`src/gmc_pkg.sv`:
```
// Shared types, constants and a helper function for the gate motor controller.
package gmc_pkg;

  localparam int TIMER_BITS = 14;
  localparam int CMP_W = (TIMER_BITS + 1 > 15) ? TIMER_BITS + 1 : 15;

  typedef logic [TIMER_BITS-1:0] tick_t;
  typedef logic [CMP_W-1:0] cmp_t;

  localparam cmp_t TMAX = cmp_t'({TIMER_BITS{1'b1}});

  localparam logic [13:0] RUN_LIMIT_RST = 14'd12000;
  localparam logic [9:0] SEP_TICKS_RST = 10'd300;
  localparam logic [7:0] LAMP_TICKS_RST = 8'd10;

  localparam logic [1:0] REG_RUN_LIMIT = 2'd0;
  localparam logic [1:0] REG_SEP_TICKS = 2'd1;
  localparam logic [1:0] REG_LAMP_TICKS = 2'd2;

  localparam logic [1:0] FAULT_NONE = 2'd0;
  localparam logic [1:0] FAULT_BOTH = 2'd1;
  localparam logic [1:0] FAULT_TIMEOUT = 2'd2;

  localparam logic [2:0] CODE_START = 3'd0;
  localparam logic [2:0] CODE_CLOSED = 3'd1;
  localparam logic [2:0] CODE_OPEN = 3'd2;
  localparam logic [2:0] CODE_CLOSING = 3'd3;
  localparam logic [2:0] CODE_OPENING = 3'd4;
  localparam logic [2:0] CODE_ERROR = 3'd5;

  typedef enum logic [5:0] {
    MODE_START   = 6'b000001,
    MODE_CLOSED  = 6'b000010,
    MODE_OPEN    = 6'b000100,
    MODE_CLOSING = 6'b001000,
    MODE_OPENING = 6'b010000,
    MODE_ERROR   = 6'b100000
  } mode_t;

  typedef struct packed {
    logic [13:0] run_time_limit;
    logic [9:0]  separation_ticks;
    logic [7:0]  lamp_test_ticks;
  } cfg_t;

  typedef struct packed {
    logic limit_closed;
    logic limit_open;
    logic push_cmd;
  } tick_in_t;

  typedef struct packed {
    logic       motor_open;
    logic       motor_close;
    logic       lamp_opening;
    logic       lamp_closing;
    logic       lamp_error;
    logic [1:0] fault_code;
    logic [2:0] mode_now;
  } result_t;

  function automatic logic [2:0] mode_code(input mode_t m);
    logic [2:0] c;
    case (m)
      MODE_CLOSED:  c = CODE_CLOSED;
      MODE_OPEN:    c = CODE_OPEN;
      MODE_CLOSING: c = CODE_CLOSING;
      MODE_OPENING: c = CODE_OPENING;
      MODE_ERROR:   c = CODE_ERROR;
      default:      c = CODE_START;
    endcase
    return c;
  endfunction

endpackage

```
`src/gate_motor_controller.sv`:
```
// Top level of the gate motor controller: input stage, core, result stage and registers.
// A tick word's result is registered when the input stage advances. Throughput: one
// word per cycle unless out_ready stalls; the input stage and the result register form
// a two-deep pipeline whose only loop is the mode and counter update in the core.
// Reset (synchronous, rst_n low): start mode, no fault, counter and separation cleared,
// both channels empty, configuration registers back to 12000, 300 and 10 ticks.
module gate_motor_controller (
  input  logic        clk,
  input  logic        rst_n,
  input  logic        in_valid,
  output logic        in_ready,
  input  logic        in_limit_closed,
  input  logic        in_limit_open,
  input  logic        in_push_cmd,
  output logic        out_valid,
  input  logic        out_ready,
  output logic        out_motor_open,
  output logic        out_motor_close,
  output logic        out_lamp_opening,
  output logic        out_lamp_closing,
  output logic        out_lamp_error,
  output logic [1:0]  out_fault_code,
  output logic [2:0]  out_mode_now,
  input  logic        cfg_psel,
  input  logic        cfg_penable,
  input  logic        cfg_pwrite,
  input  logic [3:0]  cfg_paddr,
  input  logic [31:0] cfg_pwdata,
  output logic [31:0] cfg_prdata,
  output logic        cfg_pready
);

  gmc_pkg::cfg_t     cfg;
  gmc_pkg::tick_in_t s1_data_r;
  logic              s1_valid_r;
  logic              s1_adv;
  gmc_pkg::result_t  res;
  gmc_pkg::result_t  res_r;
  logic              out_valid_r;

  assign s1_adv = s1_valid_r && (!out_valid_r || out_ready);
  assign in_ready = !s1_valid_r || s1_adv;

  gmc_cfg u_cfg (
    .clk         (clk),
    .rst_n       (rst_n),
    .cfg_psel    (cfg_psel),
    .cfg_penable (cfg_penable),
    .cfg_pwrite  (cfg_pwrite),
    .cfg_paddr   (cfg_paddr),
    .cfg_pwdata  (cfg_pwdata),
    .cfg_prdata  (cfg_prdata),
    .cfg_pready  (cfg_pready),
    .cfg         (cfg)
  );

  gmc_core u_core (
    .clk     (clk),
    .rst_n   (rst_n),
    .adv     (s1_adv),
    .tick_in (s1_data_r),
    .cfg     (cfg),
    .res     (res)
  );

  always_ff @(posedge clk) begin
    if (!rst_n) begin
      s1_valid_r <= 1'b0;
    end else if (in_valid && in_ready) begin
      s1_valid_r <= 1'b1;
    end else if (s1_adv) begin
      s1_valid_r <= 1'b0;
    end
  end

  always_ff @(posedge clk) begin
    if (in_valid && in_ready) begin
      s1_data_r.limit_closed <= in_limit_closed;
      s1_data_r.limit_open <= in_limit_open;
      s1_data_r.push_cmd <= in_push_cmd;
    end
  end

  always_ff @(posedge clk) begin
    if (!rst_n) begin
      out_valid_r <= 1'b0;
    end else if (s1_adv) begin
      out_valid_r <= 1'b1;
    end else if (out_ready) begin
      out_valid_r <= 1'b0;
    end
  end

  always_ff @(posedge clk) begin
    if (s1_adv) begin
      res_r <= res;
    end
  end

  assign out_valid = out_valid_r;
  assign out_motor_open = res_r.motor_open;
  assign out_motor_close = res_r.motor_close;
  assign out_lamp_opening = res_r.lamp_opening;
  assign out_lamp_closing = res_r.lamp_closing;
  assign out_lamp_error = res_r.lamp_error;
  assign out_fault_code = res_r.fault_code;
  assign out_mode_now = res_r.mode_now;

endmodule

```
`src/gmc_cfg.sv`:
```
// Configuration register file behind the APB-style port.
module gmc_cfg (
  input  logic              clk,
  input  logic              rst_n,
  input  logic              cfg_psel,
  input  logic              cfg_penable,
  input  logic              cfg_pwrite,
  input  logic [3:0]        cfg_paddr,
  input  logic [31:0]       cfg_pwdata,
  output logic [31:0]       cfg_prdata,
  output logic              cfg_pready,
  output gmc_pkg::cfg_t     cfg
);

  gmc_pkg::cfg_t cfg_r;
  logic          wr_en;
  logic [1:0]    reg_idx;

  assign cfg_pready = 1'b1;
  assign reg_idx = cfg_paddr[3:2];
  assign wr_en = cfg_psel && cfg_penable && cfg_pwrite;
  assign cfg = cfg_r;

  always_ff @(posedge clk) begin
    if (!rst_n) begin
      cfg_r.run_time_limit <= gmc_pkg::RUN_LIMIT_RST;
      cfg_r.separation_ticks <= gmc_pkg::SEP_TICKS_RST;
      cfg_r.lamp_test_ticks <= gmc_pkg::LAMP_TICKS_RST;
    end else if (wr_en) begin
      case (reg_idx)
        gmc_pkg::REG_RUN_LIMIT: cfg_r.run_time_limit <= cfg_pwdata[13:0];
        gmc_pkg::REG_SEP_TICKS: cfg_r.separation_ticks <= cfg_pwdata[9:0];
        gmc_pkg::REG_LAMP_TICKS: cfg_r.lamp_test_ticks <= cfg_pwdata[7:0];
        default: ;
      endcase
    end
  end

  always_comb begin
    case (reg_idx)
      gmc_pkg::REG_RUN_LIMIT: cfg_prdata = {18'd0, cfg_r.run_time_limit};
      gmc_pkg::REG_SEP_TICKS: cfg_prdata = {22'd0, cfg_r.separation_ticks};
      gmc_pkg::REG_LAMP_TICKS: cfg_prdata = {24'd0, cfg_r.lamp_test_ticks};
      default: cfg_prdata = 32'd0;
    endcase
  end

endmodule

```
`src/gmc_core.sv`:
```
// Mode state, tick counter and result logic for one tick word.
module gmc_core (
  input  logic               clk,
  input  logic               rst_n,
  input  logic               adv,
  input  gmc_pkg::tick_in_t  tick_in,
  input  gmc_pkg::cfg_t      cfg,
  output gmc_pkg::result_t   res
);

  gmc_pkg::mode_t mode_r, mode_nxt;
  gmc_pkg::mode_t origin_r, origin_nxt;
  logic [1:0]     fault_r, fault_nxt;
  gmc_pkg::tick_t tick_r, tick_nxt;
  logic           sep_r, sep_nxt;

  gmc_pkg::cmp_t  cnt_next;
  gmc_pkg::cmp_t  sep_lim;
  gmc_pkg::cmp_t  run_lim;
  gmc_pkg::cmp_t  lamp_lim;
  logic           far_sw;
  gmc_pkg::mode_t done_mode;
  logic           lamp_test;
  logic           sep_on;

  assign cnt_next = gmc_pkg::cmp_t'(tick_r) + gmc_pkg::cmp_t'(1);
  assign sep_lim = gmc_pkg::cmp_t'(cfg.separation_ticks);
  assign run_lim = gmc_pkg::cmp_t'(cfg.run_time_limit);
  assign lamp_lim = gmc_pkg::cmp_t'(cfg.lamp_test_ticks);
  assign sep_on = (cfg.separation_ticks != 10'd0);
  assign far_sw = (mode_r == gmc_pkg::MODE_CLOSING) ? tick_in.limit_closed
                                                    : tick_in.limit_open;
  assign done_mode = (mode_r == gmc_pkg::MODE_CLOSING) ? gmc_pkg::MODE_CLOSED
                                                       : gmc_pkg::MODE_OPEN;

  always_comb begin
    mode_nxt = mode_r;
    origin_nxt = origin_r;
    fault_nxt = fault_r;
    tick_nxt = tick_r;
    sep_nxt = sep_r;
    lamp_test = 1'b0;
    case (mode_r)
      gmc_pkg::MODE_CLOSED: begin
        if (tick_in.push_cmd) begin
          mode_nxt = gmc_pkg::MODE_OPENING;
          tick_nxt = '0;
          sep_nxt = sep_on;
        end
      end
      gmc_pkg::MODE_OPEN: begin
        if (tick_in.push_cmd) begin
          mode_nxt = gmc_pkg::MODE_CLOSING;
          tick_nxt = '0;
          sep_nxt = sep_on;
        end
      end
      gmc_pkg::MODE_CLOSING, gmc_pkg::MODE_OPENING: begin
        if (sep_r) begin
          if (cnt_next >= sep_lim || cnt_next > gmc_pkg::TMAX) begin
            sep_nxt = 1'b0;
            tick_nxt = '0;
          end else begin
            tick_nxt = cnt_next[gmc_pkg::TIMER_BITS-1:0];
          end
        end else if (far_sw) begin
          mode_nxt = done_mode;
          tick_nxt = '0;
        end else if (cnt_next > run_lim || cnt_next > gmc_pkg::TMAX) begin
          mode_nxt = gmc_pkg::MODE_ERROR;
          fault_nxt = gmc_pkg::FAULT_TIMEOUT;
          origin_nxt = mode_r;
          tick_nxt = '0;
          sep_nxt = 1'b0;
        end else begin
          tick_nxt = cnt_next[gmc_pkg::TIMER_BITS-1:0];
        end
      end
      gmc_pkg::MODE_ERROR: begin
        if (tick_in.push_cmd) begin
          fault_nxt = gmc_pkg::FAULT_NONE;
          tick_nxt = '0;
          if (origin_r == gmc_pkg::MODE_CLOSING || origin_r == gmc_pkg::MODE_OPENING) begin
            mode_nxt = origin_r;
            sep_nxt = sep_on;
          end else begin
            mode_nxt = gmc_pkg::MODE_START;
            sep_nxt = 1'b0;
          end
        end
      end
      default: begin
        mode_nxt = gmc_pkg::MODE_START;
        if (gmc_pkg::cmp_t'(tick_r) < lamp_lim) begin
          tick_nxt = cnt_next[gmc_pkg::TIMER_BITS-1:0];
          lamp_test = 1'b1;
        end else if (tick_in.limit_closed && !tick_in.limit_open) begin
          mode_nxt = gmc_pkg::MODE_CLOSED;
          tick_nxt = '0;
        end else if (tick_in.limit_closed && tick_in.limit_open) begin
          mode_nxt = gmc_pkg::MODE_ERROR;
          fault_nxt = gmc_pkg::FAULT_BOTH;
          origin_nxt = gmc_pkg::MODE_START;
          tick_nxt = '0;
          sep_nxt = 1'b0;
        end else begin
          mode_nxt = gmc_pkg::MODE_CLOSING;
          tick_nxt = '0;
          sep_nxt = sep_on;
        end
      end
    endcase
  end

  always_comb begin
    res.motor_open = (mode_nxt == gmc_pkg::MODE_OPENING) && !lamp_test;
    res.motor_close = (mode_nxt == gmc_pkg::MODE_CLOSING) && !lamp_test;
    res.lamp_opening = lamp_test || (mode_nxt == gmc_pkg::MODE_OPENING);
    res.lamp_closing = lamp_test || (mode_nxt == gmc_pkg::MODE_CLOSING);
    res.lamp_error = lamp_test || (mode_nxt == gmc_pkg::MODE_ERROR);
    res.fault_code = fault_nxt;
    res.mode_now = gmc_pkg::mode_code(mode_nxt);
  end

  always_ff @(posedge clk) begin
    if (!rst_n) begin
      mode_r <= gmc_pkg::MODE_START;
      origin_r <= gmc_pkg::MODE_START;
      fault_r <= gmc_pkg::FAULT_NONE;
      tick_r <= '0;
      sep_r <= 1'b0;
    end else if (adv) begin
      mode_r <= mode_nxt;
      origin_r <= origin_nxt;
      fault_r <= fault_nxt;
      tick_r <= tick_nxt;
      sep_r <= sep_nxt;
    end
  end

  a_fault_iff_error: assert property (@(posedge clk) disable iff (!rst_n)
    (fault_r != gmc_pkg::FAULT_NONE) == (mode_r == gmc_pkg::MODE_ERROR))
    else $error("Fault code and error mode disagree.");

  a_sep_only_moving: assert property (@(posedge clk) disable iff (!rst_n)
    sep_r |-> (mode_r == gmc_pkg::MODE_CLOSING || mode_r == gmc_pkg::MODE_OPENING))
    else $error("Separation flag set outside a moving mode.");

  a_one_motor: assert property (@(posedge clk) disable iff (!rst_n)
    !(res.motor_open && res.motor_close))
    else $error("Both motor drives requested.");

  a_idle_holds: assert property (@(posedge clk) disable iff (!rst_n)
    !$past(adv) && $past(rst_n) |-> $stable(mode_r) && $stable(tick_r))
    else $error("Mode state changed without a tick word.");

endmodule
```
`config.mk`:
```
export PLATFORM = sky130hd
export DESIGN_NAME = gate_motor_controller
export DESIGN_NICKNAME = d
export VERILOG_FILES = /design/src/gmc_pkg.sv /design/src/gate_motor_controller.sv /design/src/gmc_cfg.sv /design/src/gmc_core.sv
export SDC_FILE = /design/constraint.sdc
export NUM_CORES = 1
export LEC_CHECK = 0
export ABC_CLOCK_PERIOD_IN_PS = 5500
export CORE_ASPECT_RATIO = 0.8
export CORE_UTILIZATION = 50
export CTS_CLUSTER_DIAMETER = 100
export DETAILED_ROUTE_END_ITERATION = 7
export DONT_BUFFER_PORTS = 1
export GPL_ROUTABILITY_DRIVEN = 0
export MAX_ROUTING_LAYER = met4
export SETUP_SLACK_MARGIN = 0.05
export SKIP_CTS_REPAIR_TIMING = 1
export SYNTH_ARGS = -nofsm -noshare
export SYNTH_HDL_FRONTEND = slang
export SYNTH_SLANG_ARGS = --single-unit
```
`constraint.sdc`:
```
create_clock -name clk -period 5.5 [get_ports clk]
set_input_delay 1.1 -clock clk [delete_from_list [all_inputs] [get_ports clk]]
set_output_delay 1.1 -clock clk [all_outputs]
set_load 0.005 [all_outputs]
```
; ---- After elaboration in Yosys (flattened, before gate mapping)
; Index checks and enable logic that the tools add are counted.
[classes]
n_addsub = 1
n_lt_le_gt_ge = 4
n_eq_ne = 24
n_mux = 52
bitwise_logic = 1
reduce_logical = 35
[ops]
columns = operator, count
row1 = $mux 6, 16
row2 = $mux 14, 6
row3 = $pmux 14 s3, 1
row4 = $pmux 14 s2, 1
row5 = $pmux 6 s4, 1
row6 = $eq 6x4->1 const B, 3
row7 = $eq 6x5->1 const B, 3
row8 = $add 14x1->15 const B, 1
row9 = $ge 15x10->1, 1
row10 = $gt 15x14->1, 1
row11 = $gt 15x14->1 const B, 1
row12 = $mux 1, 15
row13 = $pmux 3 s5, 1
row14 = $lt 14x8->1, 1
row15 = $mux 2, 7
row16 = $eq 6x2->1 const B, 2
row17 = $eq 6x3->1 const B, 2
row18 = $eq 6x6->1 const B, 2
row19 = $pmux 6 s2, 1
row20 = $ne 2x2->1 const B, 5
row21 = $reduce_bool 10->1, 1
row22 = $logic_and 1x1->1, 8
row23 = $logic_or 1x1->1, 8
row24 = $ne 4x4->1 const B, 2
row25 = other kinds (16), 27
[totals]
reg_bits = 76
in_bits = 46
output_inout_bits = 45
word_cells = 137

; ---- Logic depth before layout (Yosys ltp)
; Gate-level depths: netlist (run 1).
[depth]
word_depth = 9
mapped_depth = 15
depth_no_buf = 12

; ---- By module
; From an unflattened synthesis (run 1), not the netlist that was laid out.
[unflattened]
cells_unflattened = 595
hier_area_um2 = 5087.4
[modules_own_cells]
columns = module, instances, cells_per_inst, area_each_um2, seq_area_each_um2
row1 = gmc_core, 1, 378, 2892.8, 580.6
row2 = gmc_cfg, 1, 195, 1700.4, 640.6
row3 = gate_motor_controller, 1, 22, 494.2, 430.4

; ---- Worst setup path after synthesis (run 1)
; OpenSTA, ideal clock, no wires.
[synth_path]
kind = register to register
startpoint = register u_core.tick_r[0]
endpoint = register res_r, in the netlist out_mode_now[0], data pin
setup_time_ns = 0.270
arrival_time_ns = 2.970
t_required_ns = 5.230
path_slack_ns = 2.259
stages_incl_launch_ff = 14
path_buffers = 1
period_less_slack_ns = 3.241
path_cell_list = dfxtp_1 > ha_1 > nand4_4 > or3_1 > buf_6 > xnor2_1 > ha_1 > nand2_1 > o21ai_0 > nor3b_1 > a221o_1 > o211a_1 > a31oi_1 > nand3_1
[synth_rtl]
columns = element, line_no
row1 = start: declaration, gmc_core.sv:14  ; gmc_pkg::tick_t tick_r, tick_nxt;
row2 = start signal: assignment, gmc_core.sv:136  ; tick_r <= tick_nxt;
row3 = end signal: assignment, gate_motor_controller.sv:96  ; res_r <= res;
row4 = end: declaration, gate_motor_controller.sv:38  ; gmc_pkg::result_t res_r;

; ---- Final worst setup path (run 1)
[layout_path]
startpoint = register u_core.tick_r[0]
endpoint = register u_core.tick_r[7]
[layout_between]
elab_chain_cells = 7
word_cells_on_any_way = 13
cone_classes = 1 x add/sub / 4 x order compare / 6 x mux / 2 x reduce/logical
[layout_rtl]
columns = element, line_no
row1 = $add 14x1->15, gmc_core.sv:26  ; assign cnt_next = gmc_pkg::cmp_t'(tick_r) + gmc_pkg::cmp_t'(1);
row2 = "$gt 15x14->1, on equally long branches", "gmc_core.sv:69, gmc_core.sv:60"
row3 = $logic_or 1x1->1, gmc_core.sv:69  ; end else if (cnt_next > run_lim || cnt_next > gmc_pkg::TMAX) begin
row4 = $mux 14, gmc_core.sv:69
row5 = $mux 14, gmc_core.sv:66  ; end else if (far_sw) begin
row6 = $mux 14, gmc_core.sv:59  ; if (sep_r) begin
row7 = $pmux 14 s2 *, gmc_core.sv:43  ; case (mode_r)
; Every way passes the cells marked *; elsewhere a longest branch is shown, timed or not.
; A chain may end at the register's enable or synchronous reset.

==> impl_metrics.json, run 1 <==
{
  "status": "completed",
  "ant_nets": 0,
  "synth-seq-cells": 76,
  "grt.met3_usage_pct": 5.034,
  "r2r_end": "u_core.tick_r[7]$_SDFFE_PN0P_",
  "met1_usage_pct": 38.79,
  "coreArea_um2": 9309,
  "grt_pass1_vias": 3713,
  "skew_ns": 0.004475,
  "final_cell_mix": "nand2_1, dfxtp_1, inv_1, nor2_1, ha_1",
  "overflow": 0,
  "startpoint": "u_core.tick_r[0]$_SDFFE_PN0P_",
  "drc_errors": 0,
  "grt_max_degree": 38,
  "ys.flop_type": "dfxtp_1",
  "cts_htree_levels": 3,
  "area_delta_synth_final_pct": 4.836,
  "post-route-min-period_ns": 4.214,
  "cp_slowest_cell": "a211oi_2",
  "p_leak_nw": 2.095,
  "hold_viol": 0,
  "hpwl_mm": 8.894,
  "cts_root_buffer": "clkbuf_16",
  "drt_first_pass_iters": 5,
  "min_path_type": "reg -> reg",
  "setup_viol": 0,
  "n_antenna_cell": 0,
  "start_util_pct": 52.81,
  "synth_area_leaders": "dfxtp_1, ha_1, edfxtp_1",
  "nets": 634,
  "crit_chain": "ha_1 > nand4_4 > or3_1 > xnor2_1 > ha_1 > nand2_1 > o21ai_0 > nor3b_1 > a221o_1 > o211a_1 > a211oi_2 > nor3_1",
  "synthCells": 574,
  "mappedNetlistArea_um2": 4916,
  "required_ns": 5.68,
  "totalWireLength_mm": 11.96,
  "grt_pass1_wl_mm": 19.82,
  "synth_edf_count": 13,
  "dr.first_iter.drc_count": 308,
  "crit_type": "reg -> reg",
  "ys.warnings.count": 0,
  "critPathTopFamily": "compound AO/OA/AOI/OAI gates",
  "p_per_area_nw_per_um2": 256.0,
  "r2r_slack_ns": 1.29,
  "dieArea_um2": 10230,
  "rr_startpoint": "u_core.tick_r[0]$_SDFFE_PN0P_",
  "avgRoutedWirePerCell_um": 17.72,
  "async_flop_share_pct": 0,
  "ir_drop_mv": 0.1857,
  "critical_path_arrival_ns": 4.39,
  "cts_tree": "built",
  "synth_top_area_share_pct": 25.66,
  "die_h_um": 90.69,
  "ys_seq_area_share_pct": 33.60,
  "start_kind": "flop",
  "tns_ns": 0,
  "rows": 31,
  "fp.dieW_um": 112.9,
  "boundaryPins": 91,
  "max_slew_margin_pct": 23.01,
  "power.total_mw": 1.320,
  "period_share_pct": 76.62,
  "antenna_found_initial": 0,
  "min_path_cells": 2,
  "slew_viol_final": 0,
  "rsz0062_at_grt": "false",
  "max_stage_delay_ns": 0.81,
  "final_common_cell": "nand2_1",
  "drive_above_1_share_pct": 7.321,
  "clk_pin_slew_ns": 0.06,
  "critical_path.endpoint": "u_core.tick_r[7]$_SDFFE_PN0P_",
  "worst_pin_slew_ns": 1.150,
  "reg2reg_depth": 12,
  "cts_buffers": 9,
  "port_buffers": 0,
  "grt_usage_pct": 25.65,
  "path_buf_inv": 0,
  "max_freq_mhz": 237.3,
  "vias": 3970,
  "vias_per_cell": 5.881,
  "cp-end-kind": "flop",
  "synth.distinct_cells": 70,
  "yosysTopAreaCell": "dfxtp_1",
  "grt_util_met2_pct": 35.08,
  "synth_area_per_cell_um2": 8.564,
  "clock_latency_ns": 0.33,
  "cts_max_path_buffers": 2,
  "cts_sinks": 76,
  "cp_common_cell": "ha_1",
  "gr-max-usage-layer": "met1",
  "cp.depth": 12,
  "max_cap_viol_count": 0,
  "crit_path_max_fanout": 11
}
-- final cells by class --
type / count / area (µm²)
clock buffer: 9 / 225.2
tap: 115 / 143.9
multi-input combinational: 417 / 2839
inverter: 48 / 180.2
sequential: 76 / 1652
clock inverter: 7 / 91.34
timing repair buffer: 3 / 22.52
fill: 872 / 4155
-- report_power, final --
group	leakage, nW	switching [mW]	total [mW]	internal [mW]
combinational	1.32	0.0605	0.0943	0.0338
clock	0.147	0.231	0.626	0.395
sequential	0.633	0.0177	0.599	0.582
-- cells in the mapped netlist, types with 3 or more instances --
master / instances
a31oi_1: 4
a21oi_1: 23
nor2_1: 38
buf_2: 3
buf_4: 22
dfxtp_1: 63
nand2b_1: 3
and2_1: 4
inv_1: 47
nand3b_1: 3
edfxtp_1: 13
o21ai_0: 16
clkbuf_1: 17
a211oi_1: 6
buf_6: 6
xor2_1: 6
o211ai_1: 19
nor3b_1: 4
o21bai_1: 3
o21a_1: 3
nor4_1: 9
nand4_1: 8
nor2b_1: 6
and3_1: 6
nand2_1: 66
nor3_1: 23
ha_1: 33
xnor2_1: 15
mux2i_1: 32
nand3_1: 19
-- metrics by stage --
stage	instance area [µm²]	hold slack, ns	util [%]	instances	setup WS [ns]
floorplan	4980	0.4332	-	591	2.259
global placement	4837	0.4476	51.96	659	1.420
detailed placement	4837	0.4475	51.96	659	1.366
CTS	5154	0.4552	55.36	675	1.309
global route	5154	0.4703	55.36	675	0.9796
finish	5154	0.4572	55.36	675	1.286
-- how the worst min path moves through the flow --
stage                                          startpoint                         endpoint  slack, ns
after floorplan           u_core.origin_r[0]$_SDFFE_PN1P_  u_core.origin_r[0]$_SDFFE_PN1P_       0.43
after global routing           u_cfg.cfg[30]$_SDFFE_PN0P_       u_cfg.cfg[30]$_SDFFE_PN0P_       0.47
after CTS                      u_cfg.cfg[30]$_SDFFE_PN0P_       u_cfg.cfg[30]$_SDFFE_PN0P_       0.46
final                          u_cfg.cfg[30]$_SDFFE_PN0P_       u_cfg.cfg[30]$_SDFFE_PN0P_       0.46
after global placement         u_cfg.cfg[30]$_SDFFE_PN0P_       u_cfg.cfg[30]$_SDFFE_PN0P_       0.45
after detailed placement       u_cfg.cfg[30]$_SDFFE_PN0P_       u_cfg.cfg[30]$_SDFFE_PN0P_       0.45
-- worst min-delay path: cells and delay by family (launching register included) --
family,cells,cell delay (ns)
flops,1,0.31
simple gates,1,0.05
compound gates,1,0.05
-- per-layer routing --
| layer | up-vias | share of wire [%] |
|---|---|---|
| met3 | 14 | 6.5 |
| met5 | - | 0 |
| met1 | 1860 | 53 |
| met2 | 140 | 40 |
| met4 | 0 | 0.92 |
| li1 | 1956 | - |
-- kinds of logic after synthesis --
| family | after synthesis | synth area share (%) |
|---|---|---|
| DFF | 76 | 33.60 |
| AOI/OAI and AO/OA | 105 | 15.32 |
| adders and majority gates | 33 | 8.399 |
| muxes | 33 | 6.974 |
| and+or+nand+nor | 206 | 21.66 |
| buffers and inverters | 98 | 10.16 |
| xor gates and xnor gates | 21 | 3.741 |
| other | 2 | 0.1528 |
-- state kept, by name (all words and copies together) (netlist names) --
name,flops
u_core.fault_r,2
u_core.tick_r,14
out_lamp_error,1
s1_valid_r,1
u_core.origin_r,6
out_fault_code,2
out_lamp_opening,1
out_mode_now,3
u_core.mode_r,6
out_motor_close,1
out_motor_open,1
out_valid,1
u_cfg.cfg,32
s1_data_r,3
u_core.sep_r,1
out_lamp_closing,1
No activity file was read; power rests on OpenSTA's default activity.
==> run 2, diff against run 1 <==
--- a/config.mk
+++ b/config.mk
@@ -5,7 +5,7 @@
 export SDC_FILE = /design/constraint.sdc
 export NUM_CORES = 1
 export LEC_CHECK = 0
-export ABC_CLOCK_PERIOD_IN_PS = 5500
+export ABC_CLOCK_PERIOD_IN_PS = 3770
 export CORE_ASPECT_RATIO = 0.8
 export CORE_UTILIZATION = 50
 export CTS_CLUSTER_DIAMETER = 100
@@ -13,6 +13,7 @@
 export DONT_BUFFER_PORTS = 1
 export GPL_ROUTABILITY_DRIVEN = 0
 export MAX_ROUTING_LAYER = met4
+export PLACE_DENSITY = 0.68
 export SETUP_SLACK_MARGIN = 0.05
 export SKIP_CTS_REPAIR_TIMING = 1
 export SYNTH_ARGS = -nofsm -noshare
==> constraint.sdc (replaced) <==
create_clock -name clk -period 3.77 [get_ports clk]
set_input_delay 0.754 -clock clk [delete_from_list [all_inputs] [get_ports clk]]
set_output_delay 0.754 -clock clk [all_outputs]
set_load 0.005 [all_outputs]
==> run 2 against run 1 <==
Combinational power up 58%. Critical path type unchanged. Wire length up 0.39%. Setup slack got worse by 1.0 ns. Register-to-register slack got worse by 1.0 ns. Sequential cell count did not move. Total power increased by 41%. Largest power group is now sequential cells. Final cell count rose by 1.9%. Via count increased by 4.4%. First-iteration DRC count rose by 4.2%. Maximum frequency grew 20%. Clock-buffer cell count did not move.
==> impl_metrics.json, run 2 (synthesis gave the netlist of run 1 again) <==
{
  "vias_per_cell": 6.023,
  "rr_startpoint": "u_core.tick_r[1]$_SDFFE_PN0P_",
  "nets": 647,
  "cts_max_path_buffers": 2,
  "crit_chain": "ha_1 > nand4_4 > nor3_1 > xor2_1 > ha_1 > a21o_1 > a21oi_1 > nor3b_1 > a221o_1 > o211a_1 > a211oi_2 > buf_4 > a2111oi_2",
  "dieArea_um2": 10230,
  "crit_path_max_fanout": 11,
  "p_seq_share_pct": 46.6,
  "worst_pin_slew_ns": 1.219,
  "critical_path_arrival_ns": 3.75,
  "gr-max-usage-layer": "met1",
  "antenna_found_initial": 0,
  "p_clk_share_pct": 45.4,
  "critPathTopFamily": "compound AO/OA/AOI/OAI gates",
  "cts_htree_levels": 3,
  "postLayoutCoreUtil_pct": 56.17,
  "ant_nets": 0,
  "setup_viol": 0,
  "ir_drop_mv": 0.2881,
  "r2r_slack_ns": 0.25,
  "largest_reg_flops": 32,
  "cts_buffers": 9,
  "switchingPower_uw": 455.7,
  "cp_common_cell": "ha_1",
  "grt.met3_usage_pct": 4.832,
  "placed_cell_area_um2": 4920,
  "area_delta_synth_final_pct": 6.363,
  "n_antenna_cell": 0,
  "post-route-min-period_ns": 3.520,
  "max_cap_viol_count": 0,
  "avgRoutedWirePerCell_um": 17.45,
  "final_cell_mix": "nand2_1, dfxtp_1, inv_1, nor2_1, ha_1",
  "power_frac_comb_pct": 8.0,
  "clock_latency_ns": 0.34,
  "overflow": 0,
  "fp.dieW_um": 112.9,
  "hold_viol": 0,
  "cp_slowest_cell": "dfxtp_1",
  "path_buf_inv": 1,
  "cts_tree": "built",
  "start_kind": "flop",
  "period_share_pct": 93.36,
  "status": "completed",
  "rsz0062_at_grt": "false",
  "skew_ns": 0.005971,
  "switching_share_pct": 24.41,
  "grt_usage_pct": 25.21,
  "max_slew_margin_pct": 18.26,
  "required_ns": 4.00,
  "start_util_pct": 52.81,
  "grt_max_degree": 38,
  "tns_ns": 0,
  "p_leak_nw": 2.154,
  "cts_root_buffer": "clkbuf_16",
  "p_per_area_nw_per_um2": 357.0,
  "grt_util_met2_pct": 35.85,
  "boundaryPins": 91,
  "cp-end-kind": "flop",
  "slew_viol_final": 0,
  "max_stage_delay_ns": 0.33,
  "coreArea_um2": 9309,
  "crit_type": "reg -> reg",
  "min_path_type": "reg -> reg",
  "dr.first_iter.drc_count": 321,
  "finish.instance_area_um2": 5229,
  "reg2reg_depth": 13,
  "p_int_mw": 1.411,
  "final_common_cell": "nand2_1",
  "drt_first_pass_iters": 5,
  "port_buffers": 0,
  "grt_pass1_vias": 3822,
  "hpwl_mm": 8.853,
  "clk_pin_slew_ns": 0.06,
  "r2r_end": "u_core.tick_r[9]$_SDFFE_PN0P_",
  "max_freq_mhz": 284.1,
  "min_from": "u_cfg.cfg[30]$_SDFFE_PN0P_",
  "nFillCells": 862,
  "min_to": "u_cfg.cfg[30]$_SDFFE_PN0P_",
  "rows": 31,
  "drive_above_1_share_pct": 9.948,
  "grt_pass1_wl_mm": 19.47,
  "met1_usage_pct": 36.25,
  "die_h_um": 90.69,
  "totalWireLength_mm": 12.01,
  "min_path_cells": 2,
  "cts_sinks": 76,
  "vias": 4144,
  "drc_errors": 0
}
[run 2: cell types whose count changed in the layout (fill, tap and decap cells not counted), sizes merged]
cell      change
buf          +13
clkinvlp      +1
bufinv        -1
[run 2: worst max-delay path by stage]
stage / cells after the start / to / slack [ns] / from
floorplan: 13 / out_mode_now[0]$_DFFE_PP_ / 0.53 / u_core.tick_r[0]$_SDFFE_PN0P_
global placement: 12 / out_mode_now[0]$_DFFE_PP_ / 0.31 / u_core.tick_r[2]$_SDFFE_PN0P_
detailed placement: 12 / out_mode_now[0]$_DFFE_PP_ / 0.25 / u_core.tick_r[2]$_SDFFE_PN0P_
CTS: 11 / u_core.tick_r[9]$_SDFFE_PN0P_ / 0.23 / u_core.tick_r[5]$_SDFFE_PN0P_
global route: 13 / u_core.tick_r[9]$_SDFFE_PN0P_ / 0.05 / u_core.tick_r[1]$_SDFFE_PN0P_
finish: 13 / u_core.tick_r[9]$_SDFFE_PN0P_ / 0.25 / u_core.tick_r[1]$_SDFFE_PN0P_
[run 2: through the flow]
step | setup slack [ns] | power, mW | std cells | hold WS (ns)
floorplan | 0.5294 | 1.017 | 591 | 0.4332
global placement | 0.3093 | 1.029 | 670 | 0.4462
detailed placement | 0.2499 | 1.034 | 670 | 0.4549
CTS | 0.2334 | 1.882 | 686 | 0.4624
global route | 0.05383 | 1.927 | 688 | 0.4904
finish | 0.2503 | 1.867 | 688 | 0.4636
[run 2: power by group through the flow]
stage	sequential (mW)	combinational (mW)	clock, mW
after global routing	0.872	0.166	0.889
final	0.870	0.149	0.848
after global placement	0.886	0.143	0
after detailed placement	0.887	0.147	0
after floorplan	0.881	0.136	0
after CTS	0.869	0.147	0.865
[run 2: layer usage]
| layer | wire [µm] | vias to the layer above |
|---|---|---|
| met5 | 0 | - |
| met4 | 131 | 0 |
| met3 | 963 | 20 |
| met2 | 5063 | 171 |
| met1 | 5847 | 1973 |
| li1 | - | 1980 |
[run 2: final cells by class]
type	instances	area (µm²)	area share, %
clock buffers	9	225.2	4.307
clock inverters	7	67.56	1.292
inverters	48	180.2	3.446
multi-input cells	417	2839	54.30
flip-flops and latches	76	1653	31.61
well taps	115	143.9	2.752
repair buffers	16	120.1	2.297
[run 2: tightest hold or removal path, delay by kind of cell, from the launching register on]
kind	cells	cell delay (ns)
AOI/OAI and AO/OA	1	0.06
DFF	1	0.31
and+or+nand+nor	1	0.05
==> run 3, diff against run 2 <==
--- a/config.mk
+++ b/config.mk
@@ -5,7 +5,7 @@
 export SDC_FILE = /design/constraint.sdc
 export NUM_CORES = 1
 export LEC_CHECK = 0
-export ABC_CLOCK_PERIOD_IN_PS = 3770
+export ABC_CLOCK_PERIOD_IN_PS = 2900
 export CORE_ASPECT_RATIO = 0.8
 export CORE_UTILIZATION = 50
 export CTS_CLUSTER_DIAMETER = 100
==> constraint.sdc (replaced) <==
create_clock -name clk -period 2.9 [get_ports clk]
set_input_delay 0.58 -clock clk [delete_from_list [all_inputs] [get_ports clk]]
set_output_delay 0.58 -clock clk [all_outputs]
set_load 0.005 [all_outputs]
==> run 3 against run 2 <==
The flow now finishes with violations (setup timing). Hold slack got worse by 0.13 ns. Register-to-register slack got worse by 0.51 ns. Sequential power increased by 30%. Final area increased by 17%. Wire length increased by 13%. Critical path depth unchanged. Sequential share of layout area decreased by 4.2 points. Non-clock buffer count increased by 52. Setup slack got worse by 0.51 ns. Clock skew increased by 0.00079 ns. Core utilization increased by 9.4 points. Maximum frequency increased by 11%. Critical endpoint is now u_core.tick_r[5]$_SDFFE_PN0P_. Highest routed layer unchanged.
==> impl_metrics.json, run 3 (synthesis gave the netlist of run 1 again) <==
{
  "status": "complete, but fails checks",
  "failed_checks": "setup timing",
  "nFillCells": 723,
  "max_freq_mhz": 316.4,
  "cp_slowest_cell": "or3_4",
  "totalWireLength_mm": 13.56,
  "postLayoutCoreUtil_pct": 65.56,
  "vias_per_cell": 5.923,
  "avgRoutedWirePerCell_um": 18.33,
  "overflow": 0,
  "hpwl_mm": 9.391,
  "cp-end-kind": "flop",
  "setup_viol": 34,
  "max_slew_margin_pct": 50.83,
  "power.total_mw": 2.503,
  "drive_above_1_share_pct": 25.44,
  "crit_type": "reg -> reg",
  "cts_sinks": 76,
  "rsz0062_at_grt": "true",
  "start_kind": "flop",
  "port_buffers": 0,
  "critical_path_arrival_ns": 3.37,
  "rows": 31,
  "cts_max_path_buffers": 2,
  "dp_slack_ns": -0.2895,
  "final_cell_mix": "nand2_1, buf_4, dfxtp_1, inv_1, nor2_1",
  "boundaryPins": 91,
  "critPathTopFamily": "compound AO/OA/AOI/OAI gates",
  "drt_first_pass_iters": 5,
  "skew_ns": 0.006762,
  "clock_latency_ns": 0.34,
  "hold_viol": 0,
  "nets": 699,
  "grt_pass1_vias": 4069,
  "ir_drop_mv": 0.4532,
  "required_ns": 3.11,
  "min_path_type": "in -> reg",
  "clk_pin_slew_ns": 0.06,
  "period_share_pct": 109.0,
  "largest_reg_flops": 32,
  "grt_max_degree": 34,
  "vias": 4383,
  "grt_pass1_wl_mm": 20.68,
  "coreArea_um2": 9309,
  "drc_errors": 0,
  "path_buf_inv": 1,
  "dr.first_iter.drc_count": 327,
  "dieArea_um2": 10230,
  "n_antenna_cell": 0,
  "worst_pin_slew_ns": 0.7368,
  "cts_tree": "built",
  "max_stage_delay_ns": 0.43,
  "tns_ns": -6.628,
  "fp.dieW_um": 112.9,
  "p_per_area_nw_per_um2": 410.1,
  "crit_path_max_fanout": 6,
  "ant_nets": 0,
  "layout_setup_ws_ns": -0.2610,
  "cts_root_buffer": "clkbuf_16",
  "area_delta_synth_final_pct": 24.15,
  "grt_usage_pct": 26.64,
  "dp.cells": 712,
  "start_util_pct": 52.81,
  "p_leak_nw": 2.610,
  "layout.cells.non_filler": 740,
  "cts_buffers": 9,
  "die_h_um": 90.69,
  "slew_viol_final": 0,
  "final_common_cell": "nand2_1",
  "crit_chain": "ha_4 > nand4_4 > or3_4 > xnor2_2 > ha_1 > nand2_1 > o21ai_2 > nor3b_2 > a221o_1 > o211a_4 > a211oi_4 > buf_6 > nor3_2",
  "post-route-min-period_ns": 3.161,
  "max_cap_viol_count": 0,
  "cts_htree_levels": 3,
  "antenna_found_initial": 0
}
==> run 3: changes by cell type in the layout (fill, tap and decap cells not counted), moves of 5 or more <==
cell     change
buf_4       +43
dfxtp_1      -6
buf_6        +9
nor3_4       +5
a21oi_1      -5
nor3_1      -12
nor3_2       +7
dfxtp_4      +5
==> run 3: worst paths after layout <==
path,start,endpoint,slack [ns],cells after the start
setup / recovery,u_core.tick_r[1]$_SDFFE_PN0P_,u_core.tick_r[5]$_SDFFE_PN0P_,-0.26,13
hold / removal,in_push_cmd,s1_data_r[0]$_DFFE_PP_,0.33,0
setup reg to reg,u_core.tick_r[1]$_SDFFE_PN0P_,u_core.tick_r[5]$_SDFFE_PN0P_,-0.26,13
hold reg to reg,u_core.origin_r[0]$_SDFFE_PN1P_,u_core.origin_r[0]$_SDFFE_PN1P_,0.46,2
==> run 3: where the power goes <==
group	internal, mW	switching [mW]	leakage, nW
logic	0.0935	0.146	1.83
registers	1.10	0.0281	0.638
clock network	0.691	0.444	0.142
total	1.89	0.618	2.61
==> run 3: layout make-up <==
| class | count | area [µm²] | area share [%] |
|---|---|---|---|
| sequential | 76 | 1673 | 27.41 |
| inverter | 48 | 180.2 | 2.952 |
| tap | 115 | 143.9 | 2.358 |
| timing repair buffer | 68 | 544.3 | 8.918 |
| multi-input combinational | 417 | 3259 | 53.40 |
| clock buffer | 11 | 242.7 | 3.977 |
| clock inverter | 5 | 60.06 | 0.9840 |
==> run 3: layer usage <==
metal | up-vias | GRT usage [%] | part of all wire (%)
met5 | - | - | 0
met1 | 2081 | 37.12 | 46
met3 | 24 | 6.242 | 7.9
met2 | 193 | 38.48 | 45
li1 | 2085 | - | -
met4 | 0 | 7.346 | 1.4
==> run 3: worst register-to-register path: stages (launching register included) <==
cell and delay (ns):
dfxtp_4 0.38, ha_4 0.16, nand4_4 0.11, or3_4 0.43, xnor2_2 0.15, ha_1 0.32, nand2_1 0.09, o21ai_2 0.16
nor3b_2 0.06, a221o_1 0.39, o211a_4 0.20, a211oi_4 0.35, buf_6 0.20, nor3_2 0.04
==> run 3: per-stage QoR <==
step / hold WS, ns / instance area (µm²)
after floorplan: 0.4332 / 5030
after CTS: 0.3256 / 5588
after detailed placement: 0.4579 / 5285
final: 0.3324 / 6103
after global routing: 0.3189 / 6103
after global placement: 0.4474 / 5285
